### src/hw/rtl/hteb_pkg.sv
package hteb_pkg;

  // Default table size and longest code that the table may hold.
  localparam int unsigned SymbolCount = 256;
  localparam int unsigned MaxCodeBits = 32;

  // Fixed field widths of the item channels.
  localparam int unsigned OpWidth    = 2;
  localparam int unsigned SymWidth   = 8;
  localparam int unsigned CodeWidth  = 32;
  localparam int unsigned LenWidth   = 6;
  localparam int unsigned ByteBits   = 8;

  // Bits held for one encode: up to seven pending bits plus a full code.
  localparam int unsigned TotalWidth = 6;
  localparam int unsigned WinWidth   = ByteBits + CodeWidth;
  localparam int unsigned ShiftWidth = $clog2(CodeWidth);

  typedef enum logic [OpWidth-1:0] {
    OP_LOAD   = 2'd0,
    OP_ENCODE = 2'd1,
    OP_FLUSH  = 2'd2
  } op_e;

  typedef enum logic [2:0] {
    ST_IDLE,
    ST_LOAD,
    ST_READ,
    ST_ALIGN,
    ST_MERGE,
    ST_FLUSH,
    ST_EMIT
  } state_e;

  // Commands from the controller to the datapath.
  typedef struct packed {
    logic ready;
    logic write;
    logic read;
    logic align;
    logic merge;
    logic flush;
    logic pop;
    logic finish;
  } cmd_t;

  // Status from the datapath to the controller.
  typedef struct packed {
    logic                  accept;
    logic [OpWidth-1:0]    op;
    logic                  len_zero;
    logic [TotalWidth-1:0] total;
    logic                  slot_free;
  } sts_t;

endpackage

### src/hw/rtl/hteb_ctrl.sv
module hteb_ctrl (
  input  logic          clk_i,
  input  logic          rst_ni,
  input  hteb_pkg::sts_t sts_i,
  output hteb_pkg::cmd_t cmd_o
);
  import hteb_pkg::*;

  state_e state_q, state_d;
  logic   total_ge_byte;
  logic   total_ge_two;

  assign total_ge_byte = (sts_i.total >= TotalWidth'(ByteBits));
  assign total_ge_two  = (sts_i.total >= TotalWidth'(2 * ByteBits));

  always_ff @(posedge clk_i or negedge rst_ni) begin
    if (!rst_ni) begin
      state_q <= ST_IDLE;
    end else begin
      state_q <= state_d;
    end
  end

  always_comb begin
    state_d = state_q;
    unique case (state_q)
      ST_IDLE: begin
        if (sts_i.accept) begin
          unique case (op_e'(sts_i.op))
            OP_LOAD:   state_d = ST_LOAD;
            OP_ENCODE: state_d = ST_READ;
            OP_FLUSH:  state_d = ST_FLUSH;
            default:   state_d = ST_IDLE;
          endcase
        end
      end
      ST_LOAD:  state_d = ST_IDLE;
      ST_READ:  state_d = ST_ALIGN;
      ST_ALIGN: state_d = sts_i.len_zero ? ST_IDLE : ST_MERGE;
      ST_MERGE: state_d = ST_EMIT;
      ST_FLUSH: state_d = ST_EMIT;
      ST_EMIT: begin
        if (!total_ge_byte || (sts_i.slot_free && !total_ge_two)) begin
          state_d = ST_IDLE;
        end
      end
      default:  state_d = ST_IDLE;
    endcase
  end

  always_comb begin
    cmd_o        = '0;
    unique case (state_q)
      ST_IDLE:  cmd_o.ready = 1'b1;
      ST_LOAD:  cmd_o.write = 1'b1;
      ST_READ:  cmd_o.read  = 1'b1;
      ST_ALIGN: cmd_o.align = !sts_i.len_zero;
      ST_MERGE: cmd_o.merge = 1'b1;
      ST_FLUSH: cmd_o.flush = 1'b1;
      ST_EMIT: begin
        cmd_o.pop    = total_ge_byte && sts_i.slot_free;
        cmd_o.finish = !total_ge_byte || (sts_i.slot_free && !total_ge_two);
      end
      default:  cmd_o = '0;
    endcase
  end

endmodule

### config.mk
export PLATFORM = sky130hd
export DESIGN_NAME = hteb_ctrl
export DESIGN_NICKNAME = d
export VERILOG_FILES = /design/src/hw/rtl/hteb_pkg.sv /design/src/hw/rtl/hteb_ctrl.sv
export SDC_FILE = /design/constraint.sdc
export NUM_CORES = 1
export LEC_CHECK = 0
export BUFFER_PORTS_ARGS = -buffer_cell sky130_fd_sc_hd__buf_2
export CAP_MARGIN = 20
export CORE_AREA = 2 2 39 41
export CTS_BUF_LIST = sky130_fd_sc_hd__clkbuf_2
export DETAILED_ROUTE_END_ITERATION = 10
export DIE_AREA = 0 0 41 43
export SLEW_MARGIN = 5
export SYNTH_ARGS = -nofsm -noshare
export SYNTH_HDL_FRONTEND = slang
export SYNTH_SLANG_ARGS = --single-unit
export TNS_END_PERCENT = 30
### constraint.sdc
create_clock -name clk_i -period 3.6 [get_ports clk_i]
set_input_delay 0.36 -clock clk_i [delete_from_list [all_inputs] [get_ports clk_i]]
set_output_delay 0.36 -clock clk_i [all_outputs]
set_load 0.01 [all_outputs]
# [After elaboration in Yosys (flattened, before gate mapping)]
# Cells that the tools add are included.
[totals] regBits=3 inputBits=13 output_inout_bits=8 wordCells=35
[classes] order_cmp=2 n_eq_ne=10 n_mux=12 n_reduce_logical=10
[ops] cell="case mux 3 bit (5 select lines)" count=1
[ops] cell="equality test 3 bit, second input constant" count=3
[ops] cell="two-way mux 3 bit" count=3
[ops] cell="case mux 3 bit (3 select lines)" count=1
[ops] cell="equality test 3 x 2 -> 1 bit, second input constant" count=2
[ops] cell=">= comparator 6 x 4 -> 1 bit, second input constant" count=1
[ops] cell=">= comparator 6 x 5 -> 1 bit, second input constant" count=1
[ops] cell="two-way mux 1 bit" count=6
[ops] cell="!= test 2 bit, second input constant" count=2
[ops] cell="equality test 3 x 1 -> 1 bit, second input constant" count=1
[ops] cell="logical NOT 1 bit" count=3
[ops] cell="logical NOT 3 bit" count=1
[ops] cell="equality test 2 x 1 -> 1 bit, second input constant" count=1
[ops] cell="equality test 2 bit, second input constant" count=1
[ops] cell="logical AND 1 bit" count=2
[ops] cell="logical NOT 2 bit" count=1
[ops] cell="two-way mux 2 bit" count=1
[ops] cell="AND reduction 2 bit" count=1
[ops] cell="OR reduction 2 bit" count=1
[ops] cell="logical OR 1 bit" count=1

# [Longest topological paths before layout]
# Gate-level depths: netlist of run 1.
[depth] word_depth=6 depth_mapped=4 mapped_depth_nobuf=3

# [Worst setup path before layout of run 1]
# OpenSTA, ideal clock, no wires.
[synth_path] path_kind="register -> output" startpoint="reg state_q[0]" endpoint="out cmd_o[0] (netlist name)" t_arrival_ns=1.056 required_ns=3.240 slack_ns=2.184 path_stages_with_launch=4 n_path_buf=0 path_cell_list="dfrtp_1 and2b_1 nand2_1 nor4_1"
[synth_rtl] item="start, declared" line="hteb_ctrl.sv:9" source="state_e state_q, state_d;"
[synth_rtl] item="start signal, assigned" line="hteb_ctrl.sv:20" source="state_q <= state_d;"
[synth_rtl] item="end, declared" line="hteb_ctrl.sv:5" source="output hteb_pkg::cmd_t cmd_o"

==> Implementation_results.wiki, run 1 <==
{| class="wikitable"
! Metric !! Value
|-
| Syn-to-layout area delta || 45.71%
|-
| Tcrit/Tclk final || 46.67%
|-
| Crit path largest cell delay || 0.44 ns
|-
| Total power draw || around 270 uW
|-
| Cell row count || 14
|-
| Average detailed-routed wire length per instance || between 9 and 10 um
|-
| Floorplan die width || roughly 40 um
|-
| I/O pin total || 21
|-
| Post-detailed-route via-to-cell ratio || 4.377
|-
| CP Launch Type || register
|-
| Required time reported for the critical path endpoint || 3.24 ns
|-
| Via Count || 302
|-
| Post-Synthesis Mean Instance Area || approximately 8.0 sq um
|-
| Measured slew at the worst slew-check pin || 0.3179 ns
|-
| Power per Cell Area || 701.7 mW/mm^2
|-
| Effective utilization at floorplan || about a fifth
|-
| Footprint of the multi-input gates || 165.2 sq um
|-
| GRT Overall Usage || 9.137%
|-
| Area of all sequential standard cells || 75.07 sq um
|-
| Final weighted congestion in routability-driven placement || around 0.7
|-
| Final HPWL from detailed placement || 490 um
|-
| Antenna violations before repair || 0
|-
| Pleak || roughly 0.20 nW
|-
| Clk pin slew, worst setup/hold paths || 0.04 ns
|-
| Sum of negative setup slack || 0 ns
|-
| Most common library cell in the layout ignoring fill and taps || sky130_fd_sc_hd__buf_2
|-
| Max-cap violation count || 0
|-
| First-iteration detailed-routing DRC count || 0
|-
| Data arrival at the endpoint of the critical path || 1.32 ns
|-
| Antenna Diode Count || 0
|-
| Fraction of final layout cells with drive strength greater than 1 || between 40% and 50%
|-
| Placeable core region || 0.001384 sq mm
|-
| Die outline height || 43 um
|-
| Post-CTS Setup Repair Bufs || 0
|-
| Number of CTS-inserted buffers || 3
|-
| Final non-filler cell total || 69
|-
| DR pass1 iterations || 1
|-
| I/O Buffers || 17
|-
| Gate count after technology mapping || 33
|-
| Worst-path fanout max || 7
|-
| Post-synth top area share || 28.57%
|-
| Area share of fa/ha/maj cells after synthesis || 0%
|-
| Multiplexer area fraction after synthesis || 0%
|-
| Final-report hold violation count || 0
|-
| Relative max-transition margin || 78.54%
|-
| Remaining DRCs || 0
|-
| Number of H-tree levels || 1
|-
| Ordered cell list for the critical path || and2b_1 > nand2_1 > nor3b_1 > buf_2
|-
| Maximum number of pins on one net before global-route repair || 13
|-
| Vias in the first global route || 274
|-
| Global-route wire length before repair || 1048 um
|-
| Final cell utilization of the core || roughly 28%
|-
| Most used cells in the layout excluding fill and tap cells || sky130_fd_sc_hd__buf_2, sky130_fd_sc_hd__nor3_1, sky130_fd_sc_hd__clkbuf_2
|-
| Cell class contributing the biggest share of worst-path delay || simple AND/OR/NAND/NOR gates
|-
| Worst Setup End Kind || primary output
|-
| Layout net count || 67
|-
| RSZ-0062 raised after global routing || false
|-
| Largest buffer count on any clock path || 2
|-
| Placed Instances || 64
|-
| Path category of the worst min-delay check || in2reg
|-
| Outcome || completed
|-
| Count of synthesis-stage warnings from yosys || 0
|-
| Overflow left after global routing || 0
|-
| Critical-path cell with the highest stage delay || sky130_fd_sc_hd__dfrtp_1
|-
| Sequential-to-total area share from yosys stat || 28.57%
|-
| Final antenna-violating net count || 0
|-
| Largest family of logic cells by synthesized area || simple AND/OR/NAND/NOR gates
|-
| Post-synthesis simple-gate area fraction || 48.57%
|-
| Worst supply voltage drop on vdd || 218.1 uV
|-
| Number of pins exceeding their max-slew limit in the final report || 0
|-
| Post-synthesis cell type with the largest combined area || sky130_fd_sc_hd__dfrtp_1
|-
| Top register by number of flip-flops || state_q
|-
| Wire length after detailed routing || 635 um
|-
| Top achievable clock speed || 0.5952 GHz
|-
| Fin Clk Skew || about 0.00017 ns
|-
| Number of clock sinks || 3
|-
| Leading post-synthesis cells by cell area || sky130_fd_sc_hd__dfrtp_1, sky130_fd_sc_hd__nor3_1, sky130_fd_sc_hd__nor2b_1, sky130_fd_sc_hd__nor3b_1, sky130_fd_sc_hd__nor2b_4
|-
| Clock latency on the worst-skew pair || 0.20 ns
|-
| Die footprint || 0.001763 sq mm
|-
| Setup violation total in the final timing report || 0
|-
| Fill cell instance count of the final layout || 159
|-
| Post-placement worst setup slack || 2.067 ns
|-
| Post-synthesis compound-gate area fraction || ~14%
|-
| CTS tree || done
|-
| Critical path start-end classification || reg2out
|-
| Count of buffering cells on the critical path with inverters included || 1
|-
| Flip-flop and latch count after synthesis || 3
|-
| Largest register FFs || 3
|-
| Syn_nets || 46
|-
| Time the final worst path needs with I/O delays and setup || between 1.5 and 2 ns
|-
| Parity-gate share of the synthesized area counting xor and xnor cells || 0%
|-
| Number of unique standard cell types used by synthesis || 21
|-
| Worst setup slack after layout || 1.920 ns
|-
| Root Buffer Master || sky130_fd_sc_hd__clkbuf_2
|-
| Cell Area, Synth || 262.8 sq um
|-
| Largest registers in the final layout || state_q: 3 flops
|}
==> path summary, 6_finish.rpt <==
path                              end       start  slack, ns  depth (start not counted)
max                          cmd_o[1]  state_q[0]       1.92                          4
min                        state_q[2]   sts_i[10]       0.44                          3
min reg2reg                state_q[0]  state_q[0]       0.57                          1
min in group asynchronous  state_q[1]      rst_ni       0.48                          2
max in group asynchronous  state_q[2]      rst_ni       3.02                          2
max reg2reg                state_q[1]  state_q[2]       2.15                          2
==> worst reg2reg max path, stage by stage (launching register included) <==
cell and delay, ns:
sky130_fd_sc_hd__dfrtp_1 0.51, sky130_fd_sc_hd__or4b_1 0.47, sky130_fd_sc_hd__a221o_1 0.35
==> where the power goes <==
group          internal, mW  switching [mW]  total, mW  leakage (nW)
Clock                0.0293          0.0172     0.0465        0.0166
Sequential           0.0513          0.0387     0.0900        0.0353
Combinational        0.0682          0.0640      0.132         0.146
Total                 0.149           0.120      0.269         0.198
==> metrics by stage <==
stage | hold slack [ns] | cell area [sq um]
after global routing | 0.4519 | 382.9
after detailed placement | 0.1556 | 352.8
after CTS | 0.4400 | 382.9
final | 0.4428 | 382.9
after global placement | 0.1559 | 352.8
after floorplan | 0.06441 | 262.8
==> cell usage after synthesis <==
cell / count
sky130_fd_sc_hd__nor3_1: 4
sky130_fd_sc_hd__dfrtp_1: 3
sky130_fd_sc_hd__nor2_1: 3
sky130_fd_sc_hd__nor2b_1: 3
sky130_fd_sc_hd__inv_1: 2
sky130_fd_sc_hd__nand2_1: 2
sky130_fd_sc_hd__nor3b_1: 2
sky130_fd_sc_hd__a21oi_1: 1
sky130_fd_sc_hd__a221o_1: 1
sky130_fd_sc_hd__a31oi_1: 1
sky130_fd_sc_hd__and2_1: 1
sky130_fd_sc_hd__and2b_1: 1
sky130_fd_sc_hd__and3_1: 1
sky130_fd_sc_hd__buf_6: 1
sky130_fd_sc_hd__clkbuf_1: 1
sky130_fd_sc_hd__nand3_1: 1
sky130_fd_sc_hd__nor2b_4: 1
sky130_fd_sc_hd__nor4_1: 1
sky130_fd_sc_hd__o211ai_1: 1
sky130_fd_sc_hd__o311ai_0: 1
sky130_fd_sc_hd__or4b_1: 1
==> per-layer routing <==
metal / vias to the layer above / track usage [%] / share of wire [%]
met1: 133 / 10.29 / 42
met5: - / 0 / 0
met4: 0 / 8.000 / 2.4
li1: 159 / - / -
met2: 8 / 12.81 / 50
met3: 2 / 3.141 / 5.5
==> kinds of logic after synthesis <==
group | count (synthesis)
compound gates | 5
buf+inv | 4
simple gates | 21
flops | 3
==> cell type report <==
class	count	area share [%]
Timing Repair Buffer	18	24.84
Multi-Input combinational cell	26	43.14
Tap cell	16	5.229
Sequential cell	3	19.61
Inverter	2	1.961
Clock buffer	4	5.229
==> repair_timing <==
item	CTS	global route
hold buffers	1	0
hold endpoints to repair	3	0
gates resized for setup	0	0
Power figures use the tool's default switching activity.
==> inputs of run 2 (changes only) <==
ABC_AREA = 1   (was not set)
clock period = 1.53 ns   (was 3.6 ns; I/O delays follow)
==> run 2 against run 1 <==
  * Core utilization increased by 1.5 points
  * Flip-flop and latch count stayed put
  * Critical path depth rose by 1
  * Clock power increased by 140%
  * Sequential power rose by 93%
  * Global-route usage up 0.33 points
  * Critical path type unchanged
  * Clock-buffer cell count did not move
  * Sequential share of layout area shrank 1.0 points
  * Routed wire length is 1.4% lower
  * Worst setup slack worse by 1.8 ns
==> Implementation_results.wiki, run 2 <==
{| class="wikitable"
! Metric !! Value
|-
| Number of clock sinks || 3 (unchanged)
|-
| Post-detailed-route via-to-cell ratio || 3.941 (was 4.377)
|-
| Syn-to-layout area delta || 50.23% (was 45.71%)
|-
| Final-report hold violation count || 0 (unchanged)
|-
| Sum of negative setup slack || 0 ns (unchanged)
|-
| Root Buffer Master || sky130_fd_sc_hd__clkbuf_2 (unchanged)
|-
| Top flip-flop cell by instance count after synthesis || sky130_fd_sc_hd__dfrtp_1 (unchanged)
|-
| Post-CTS Setup Repair Bufs || 0 (unchanged)
|-
| Fin Clk Skew || 0.002677 ns (was 0.0001698 ns)
|-
| Tcrit/Tclk final || 91.70%
|-
| Post-synthesis cell type with the largest combined area || sky130_fd_sc_hd__dfrtp_1 (unchanged)
|-
| Time the final worst path needs with I/O delays and setup || 1.403 ns
|-
| Total power draw || 633.2 uW (was 268.7 uW)
|-
| Remaining DRCs || 0 (unchanged)
|-
| Path category of the worst min-delay check || in2async (was in2reg)
|-
| CTS tree || done (unchanged)
|-
| Top achievable clock speed || a little over 0.7 GHz
|-
| I/O Buffers || 17 (unchanged)
|-
| Pleak || 0.2641 nW (was 0.1981 nW)
|-
| Critical path start-end classification || reg2out (unchanged)
|-
| Worst Setup End Kind || primary output (unchanged)
|-
| Most used cells in the layout excluding fill and tap cells || sky130_fd_sc_hd__buf_2, sky130_fd_sc_hd__nand2_1, sky130_fd_sc_hd__nor2_1 (was sky130_fd_sc_hd__buf_2, sky130_fd_sc_hd__nor3_1, sky130_fd_sc_hd__clkbuf_2)
|-
| Clock latency on the worst-skew pair || 0.20 ns (about the same)
|-
| Syn_nets || 60 (was 46)
|-
| Max-cap violation count || 0 (unchanged)
|-
| Antenna violations before repair || 0 (unchanged)
|-
| Data arrival at the endpoint of the critical path || 1.25 ns (was 1.32 ns)
|-
| DR pass1 iterations || 2 (was 1)
|-
| Post_cts resized || 0 (unchanged)
|-
| Measured slew at the worst slew-check pin || 0.2433 ns (was 0.3179 ns)
|-
| Final cell utilization of the core || 29.20% (was 27.67%)
|-
| GRT Overall Usage || 9.466% (was 9.137%)
|-
| I/O pin total || 21 (unchanged)
|-
| Number of pins exceeding their max-slew limit in the final report || 0 (unchanged)
|-
| CP Launch Type || register (unchanged)
|-
| Die footprint || 0.001763 sq mm (unchanged)
|-
| Required time reported for the critical path endpoint || 1.38 ns (was 3.24 ns)
|-
| Vias in the first global route || 294 (was 274)
|-
| First-iteration detailed-routing DRC count || 3 (was 0)
|-
| Die outline height || 43 um (unchanged)
|-
| RSZ-0062 raised after global routing || false (unchanged)
|-
| Relative max-transition margin || 83.78% (was 78.54%)
|-
| Number of unique standard cell types used by synthesis || 13 (was 21)
|-
| Cell Area, Synth || 269.0 sq um (was 262.8 sq um)
|-
| Maximum number of pins on one net before global-route repair || 8 (was 13)
|-
| Number of CTS-inserted buffers || 3 (unchanged)
|-
| Number of H-tree levels || 1 (unchanged)
|-
| Outcome || completed (unchanged)
|-
| Worst setup slack after layout || 0.1271 ns (was 1.920 ns)
|-
| Most common library cell in the layout ignoring fill and taps || sky130_fd_sc_hd__buf_2 (unchanged)
|-
| Fill cell instance count of the final layout || 156 (was 159)
|-
| Largest register FFs || 3 (unchanged)
|-
| Final Instance Area || 404.1 sq um (was 382.9 sq um)
|-
| Setup violation total in the final timing report || 0 (unchanged)
|-
| Leading post-synthesis cells by cell area || sky130_fd_sc_hd__dfrtp_1, sky130_fd_sc_hd__nand2_1, sky130_fd_sc_hd__nor2_1, sky130_fd_sc_hd__inv_1, sky130_fd_sc_hd__nor3_2 (was sky130_fd_sc_hd__dfrtp_1, sky130_fd_sc_hd__nor3_1, sky130_fd_sc_hd__nor2b_1, sky130_fd_sc_hd__nor3b_1, sky130_fd_sc_hd__nor2b_4)
|-
| Average detailed-routed wire length per instance || 7.365 um (was 9.203 um)
|-
| Sequential-to-total area share from yosys stat || 27.91% (was 28.57%)
|-
| Count leader, synth || sky130_fd_sc_hd__nand2_1 (was sky130_fd_sc_hd__nor3_1)
|-
| Global-route wire length before repair || 1090 um (was 1048 um)
|-
| Clk pin slew, worst setup/hold paths || 0.04 ns (about the same)
|-
| Post-synth top area share || 27.91% (was 28.57%)
|-
| Placeable core region || 0.001384 sq mm (unchanged)
|-
| Top register by number of flip-flops || state_q (unchanged)
|-
| Final weighted congestion in routability-driven placement || 0.6890 (was 0.7131)
|-
| Overflow left after global routing || 0 (unchanged)
|-
| Largest registers in the final layout || state_q: 3 flops (unchanged)
|-
| Fraction of final layout cells with drive strength greater than 1 || 37.68% (was 41.51%)
|-
| Cell row count || 14 (unchanged)
|-
| Count of synthesis-stage warnings from yosys || 0 (unchanged)
|-
| Wire length after detailed routing || 626 um (was 635 um)
|-
| FFs w/ async S/R, synth || 100.0% (unchanged)
|-
| Flip-flop and latch count after synthesis || 3 (unchanged)
|-
| Post-Synthesis Mean Instance Area || 5.724 sq um (was 7.962 sq um)
|-
| Power per Cell Area || 1567 mW/mm^2 (was 701.7 mW/mm^2)
|-
| Top cells by count, synth || sky130_fd_sc_hd__nand2_1, sky130_fd_sc_hd__nor2_1, sky130_fd_sc_hd__inv_1, sky130_fd_sc_hd__dfrtp_1 (was sky130_fd_sc_hd__nor3_1, sky130_fd_sc_hd__dfrtp_1, sky130_fd_sc_hd__nor2_1, sky130_fd_sc_hd__nor2b_1)
|-
| Largest buffer count on any clock path || 2 (unchanged)
|-
| Via Count || 335 (was 302)
|-
| Effective utilization at floorplan || 19.44% (was 18.99%)
|-
| Floorplan die width || 41 um (unchanged)
|-
| Final antenna-violating net count || 0 (unchanged)
|-
| Gate count after technology mapping || 47 (was 33)
|-
| Layout net count || 83 (was 67)
|-
| Post-placement worst setup slack || 0.3397 ns (was 2.067 ns)
|-
| Worst-path fanout max || 7 (unchanged)
|-
| Antenna Diode Count || 0 (unchanged)
|-
| Area post-placement || 374.1 sq um (was 352.8 sq um)
|-
| Count of flip-flops with a built-in enable after synthesis || 0 (unchanged)
|-
| Worst supply voltage drop on vdd || 500.9 uV (was 218.1 uV)
|-
| Final HPWL from detailed placement || 536 um (was 490 um)
|}
## run 2: worst paths after layout
check,startpoint,to,slack [ns],depth (start not counted)
min in group clk_i,sts_i[8],state_q[0],0.31,4
worst max register to register,state_q[0],state_q[1],0.37,6
worst max-delay path,state_q[2],cmd_o[1],0.13,5
max in group asynchronous,rst_ni,state_q[1],1.15,2
worst min-delay path,rst_ni,state_q[2],0.27,2
worst min register to register,state_q[1],state_q[0],0.72,3
## run 2: area by class of cell
cell class / instances / area, sq um / share of cell area, %
multi-input combinational: 35 / 160.2 / 39.63
timing repair buffer: 18 / 95.09 / 23.53
sequential: 3 / 75.07 / 18.58
inverter: 9 / 33.78 / 8.359
clock buffer: 4 / 20.02 / 4.954
tap: 16 / 20.02 / 4.954
## run 2: routing by layer
layer | track usage [%] | up-vias | wire length (um)
met2 | 12.19 | 12 | 285
met4 | 6.000 | 0 | 0
met5 | 0 | - | 0
li1 | - | 187 | -
met1 | 12.01 | 136 | 283
met3 | 4.712 | 0 | 57
## run 2: power breakdown
group          switching, mW  internal, mW
sequential            0.0591         0.115
clock                 0.0407        0.0690
combinational          0.211         0.138
total                  0.311         0.322
## run 2: timing repair
| item | 4_1_cts | 5_1_grt |
|---|---|---|
| endpoints found under the hold margin | 3 | 0 |
| setup endpoints to repair | 0 | 0 |
| hold buffers | 1 | 0 |
## run 2: cells by family after synthesis
| kind of cell | Yosys count | share of synthesized area (%) |
|---|---|---|
| buffers and inverters | 9 | 12.56 |
| AOI/OAI and AO/OA | 1 | 1.859 |
| DFF | 3 | 27.91 |
| and+or+nand+nor | 34 | 57.68 |
## run 2: worst max-delay path, cell delays in order (launching register included)
cell and delay [ns]:
sky130_fd_sc_hd__dfrtp_1 0.45, sky130_fd_sc_hd__nand2_1 0.10, sky130_fd_sc_hd__nor2_2 0.12, sky130_fd_sc_hd__inv_1 0.07
sky130_fd_sc_hd__nor3_1 0.15, sky130_fd_sc_hd__buf_2 0.15
## run 2: through the flow
| step | hold slack (ns) | std cells |
|---|---|---|
| 5_1_grt | 0.2693 | 85 |
| 3_5_place_dp | -0.04649 | 80 |
| 3_3_place_gp | -0.04940 | 80 |
| 4_1_cts | 0.2604 | 85 |
| 6_report | 0.2740 | 85 |
| 2_1_floorplan | -0.1426 | 47 |
==> inputs of run 3 (changes only) <==
CELL_PAD_IN_SITES_DETAIL_PLACEMENT = 1   (was not set)
CELL_PAD_IN_SITES_GLOBAL_PLACEMENT = 1   (was not set)
PLACE_DENSITY_LB_ADDON = 0.1   (was not set)
==> run 3 against run 2 <==
  * Total power up 1.3%
  * Global-route usage grew 1.6 points
  * Clock-buffer cell count is the same
  * Core utilization up 0.090 points
  * Clock skew fell by 0.0026 ns
  * Critical path type unchanged
  * Largest cell class unchanged
  * Highest routed layer unchanged
==> Implementation_results.wiki, run 3 (synthesis results as in run 2) <==
{| class="wikitable"
! Metric !! Value
|-
| Outcome || completed (unchanged)
|-
| Launch point of the worst reg-to-reg path || state_q[0] (unchanged)
|-
| Die footprint || 0.001763 sq mm (unchanged)
|-
| Worst supply voltage drop on vdd || 598.6 uV (was 500.9 uV)
|-
| Final non-filler cell total || 85 (unchanged)
|-
| DR pass1 iterations || 2 (unchanged)
|-
| Tcrit/Tclk final || 88.66% (was 91.70%)
|-
| Most common library cell in the layout ignoring fill and taps || sky130_fd_sc_hd__buf_2 (unchanged)
|-
| Maximum number of pins on one net before global-route repair || 8 (unchanged)
|-
| Average detailed-routed wire length per instance || 8.741 um (was 7.365 um)
|-
| Vias in the first global route || 359 (was 294)
|-
| Overflow left after global routing || 0 (unchanged)
|-
| Post-detailed-route via-to-cell ratio || 3.965 (was 3.941)
|-
| Antenna Diode Count || 0 (unchanged)
|-
| Post-placement worst setup slack || 0.3146 ns (was 0.3397 ns)
|-
| Wire length after detailed routing || 743 um (was 626 um)
|-
| Root Buffer Master || sky130_fd_sc_hd__clkbuf_2 (unchanged)
|-
| Global-route wire length before repair || 1269 um (was 1090 um)
|-
| Remaining DRCs || 0 (unchanged)
|-
| Number of clock sinks || 3 (unchanged)
|-
| Time the final worst path needs with I/O delays and setup || 1.356 ns (was 1.403 ns)
|-
| Worst-path fanout max || 7 (unchanged)
|-
| Measured slew at the worst slew-check pin || 0.2645 ns (was 0.2433 ns)
|-
| R2R depth || 6 (unchanged)
|-
| Largest register FFs || 3 (unchanged)
|-
| Final weighted congestion in routability-driven placement || 0.6088 (was 0.6890)
|-
| Cell row count || 14 (unchanged)
|-
| Area post-placement || 374.1 sq um (unchanged)
|-
| Clk pin slew, worst setup/hold paths || 0.04 ns (about the same)
|-
| Post-CTS Setup Repair Bufs || 0 (unchanged)
|-
| Final-report hold violation count || 0 (unchanged)
|-
| Largest registers in the final layout || state_q: 3 flops (unchanged)
|-
| Worst R2R End || state_q[2] (was state_q[1])
|-
| Die outline height || 43 um (unchanged)
|-
| RSZ-0062 raised after global routing || false (unchanged)
|-
| CTS tree || done (unchanged)
|-
| Clock latency on the worst-skew pair || 0.20 ns (about the same)
|-
| Largest buffer count on any clock path || 2 (unchanged)
|-
| Number of CTS-inserted buffers || 3 (unchanged)
|-
| Number of H-tree levels || 1 (unchanged)
|-
| Top achievable clock speed || 0.7372 GHz (was 0.7128 GHz)
|-
| CP Launch Type || register (unchanged)
|-
| Fraction of final layout cells with drive strength greater than 1 || 39.13% (was 37.68%)
|-
| Top register by number of flip-flops || state_q (unchanged)
|-
| GRT Overall Usage || 11.08% (was 9.466%)
|-
| Final Instance Area || 405.4 sq um (was 404.1 sq um)
|-
| Syn-to-layout area delta || 50.70% (was 50.23%)
|-
| Placed Instances || 80 (unchanged)
|-
| Final HPWL from detailed placement || 636.2 um (was 536 um)
|-
| Worst setup slack after layout || 0.1735 ns (was 0.1271 ns)
|-
| Worst Setup End Kind || primary output (unchanged)
|-
| Max-cap violation count || 0 (unchanged)
|-
| Layout net count || 83 (unchanged)
|-
| Placeable core region || 0.001384 sq mm (unchanged)
|-
| Relative max-transition margin || 82.37% (was 83.78%)
|-
| Pleak || 0.2628 nW (was 0.2641 nW)
|-
| Power per Cell Area || 1582 mW/mm^2 (was 1567 mW/mm^2)
|-
| Fin Clk Skew || 0.00005276 ns (was 0.002677 ns)
|-
| Critical path start-end classification || reg2out (unchanged)
|-
| Effective utilization at floorplan || 19.44% (unchanged)
|-
| Most used cells in the layout excluding fill and tap cells || sky130_fd_sc_hd__buf_2, sky130_fd_sc_hd__nand2_1, sky130_fd_sc_hd__nor2_1 (unchanged)
|-
| Floorplan die width || 41 um (unchanged)
|-
| Setup violation total in the final timing report || 0 (unchanged)
|-
| Via Count || 337 (was 335)
|-
| Required time reported for the critical path endpoint || 1.38 ns (about the same)
|-
| Worst R2R Setup Slack || 0.36 ns (was 0.37 ns)
|-
| Worst hold slack || 0.2891 ns (was 0.2740 ns)
|-
| Number of pins exceeding their max-slew limit in the final report || 0 (unchanged)
|-
| Final antenna-violating net count || 0 (unchanged)
|-
| Sum of negative setup slack || 0 ns (unchanged)
|-
| I/O pin total || 21 (unchanged)
|-
| Antenna violations before repair || 0 (unchanged)
|-
| Path category of the worst min-delay check || in2async (unchanged)
|-
| I/O Buffers || 17 (unchanged)
|-
| Data arrival at the endpoint of the critical path || 1.20 ns (was 1.25 ns)
|-
| First-iteration detailed-routing DRC count || 1 (was 3)
|}
## run 3: cell counts in the layout (fill, tap and decap cells not counted)
No cell type changed its count.
## run 3: worst max-delay path: stages, from the launching register on
cell and delay [ns]:
sky130_fd_sc_hd__dfrtp_1 0.46, sky130_fd_sc_hd__nor2_2 0.17, sky130_fd_sc_hd__inv_1 0.07, sky130_fd_sc_hd__nor3_1 0.15, sky130_fd_sc_hd__buf_2 0.15
## run 3: per-stage QoR
step           total power [mW]  util [%]
6_report                 0.6415     29.29
5_1_grt                  0.7253     29.29
4_1_cts                  0.6605     29.20
3_5_place_dp             0.5416     27.03
3_3_place_gp             0.5411     27.03
2_1_floorplan            0.4119         -
## run 3: power by group
part           leakage [nW]  total (mW)  internal [mW]  switching, mW
Sequential           0.0369       0.180          0.117         0.0632
Combinational         0.209       0.352          0.138          0.214
Clock                0.0166       0.109         0.0690         0.0397
Total                 0.263       0.642          0.325          0.317
## run 3: final cells by class
type,count,area [sq um]
inverters,9,33.78
flip-flops and latches,3,76.32
repair buffers,18,95.09
fillers,202,978.4
multi-input cells,35,160.2
well taps,16,20.02
clock buffers,4,20.02
## run 3: per-layer routing
| layer | wire length [um] | part of all wire (%) | vias to the layer above | GRT usage, % |
|---|---|---|---|---|
| met5 | 0 | 0 | - | 0 |
| met4 | 0 | 0 | 0 | 10.00 |
| met3 | 40 | 5.4 | 0 | 3.141 |
| met2 | 378 | 51 | 8 | 16.25 |
| met1 | 324 | 44 | 144 | 12.01 |
| li1 | - | - | 185 | - |
## run 3: repair_timing
action	CTS	global route
hold endpoints to repair	3	0
resized for setup	0	1
hold buffers	1	0
endpoints found under the setup margin	0	1
## run 3: how the worst max path moves through the flow
stage                to        from  slack (ns)
2_1_floorplan  cmd_o[1]  state_q[2]        0.40
3_3_place_gp   cmd_o[1]  state_q[2]        0.31
3_5_place_dp   cmd_o[1]  state_q[2]        0.31
4_1_cts        cmd_o[1]  state_q[2]        0.07
5_1_grt        cmd_o[1]  state_q[0]        0.05
6_report       cmd_o[1]  state_q[0]        0.17
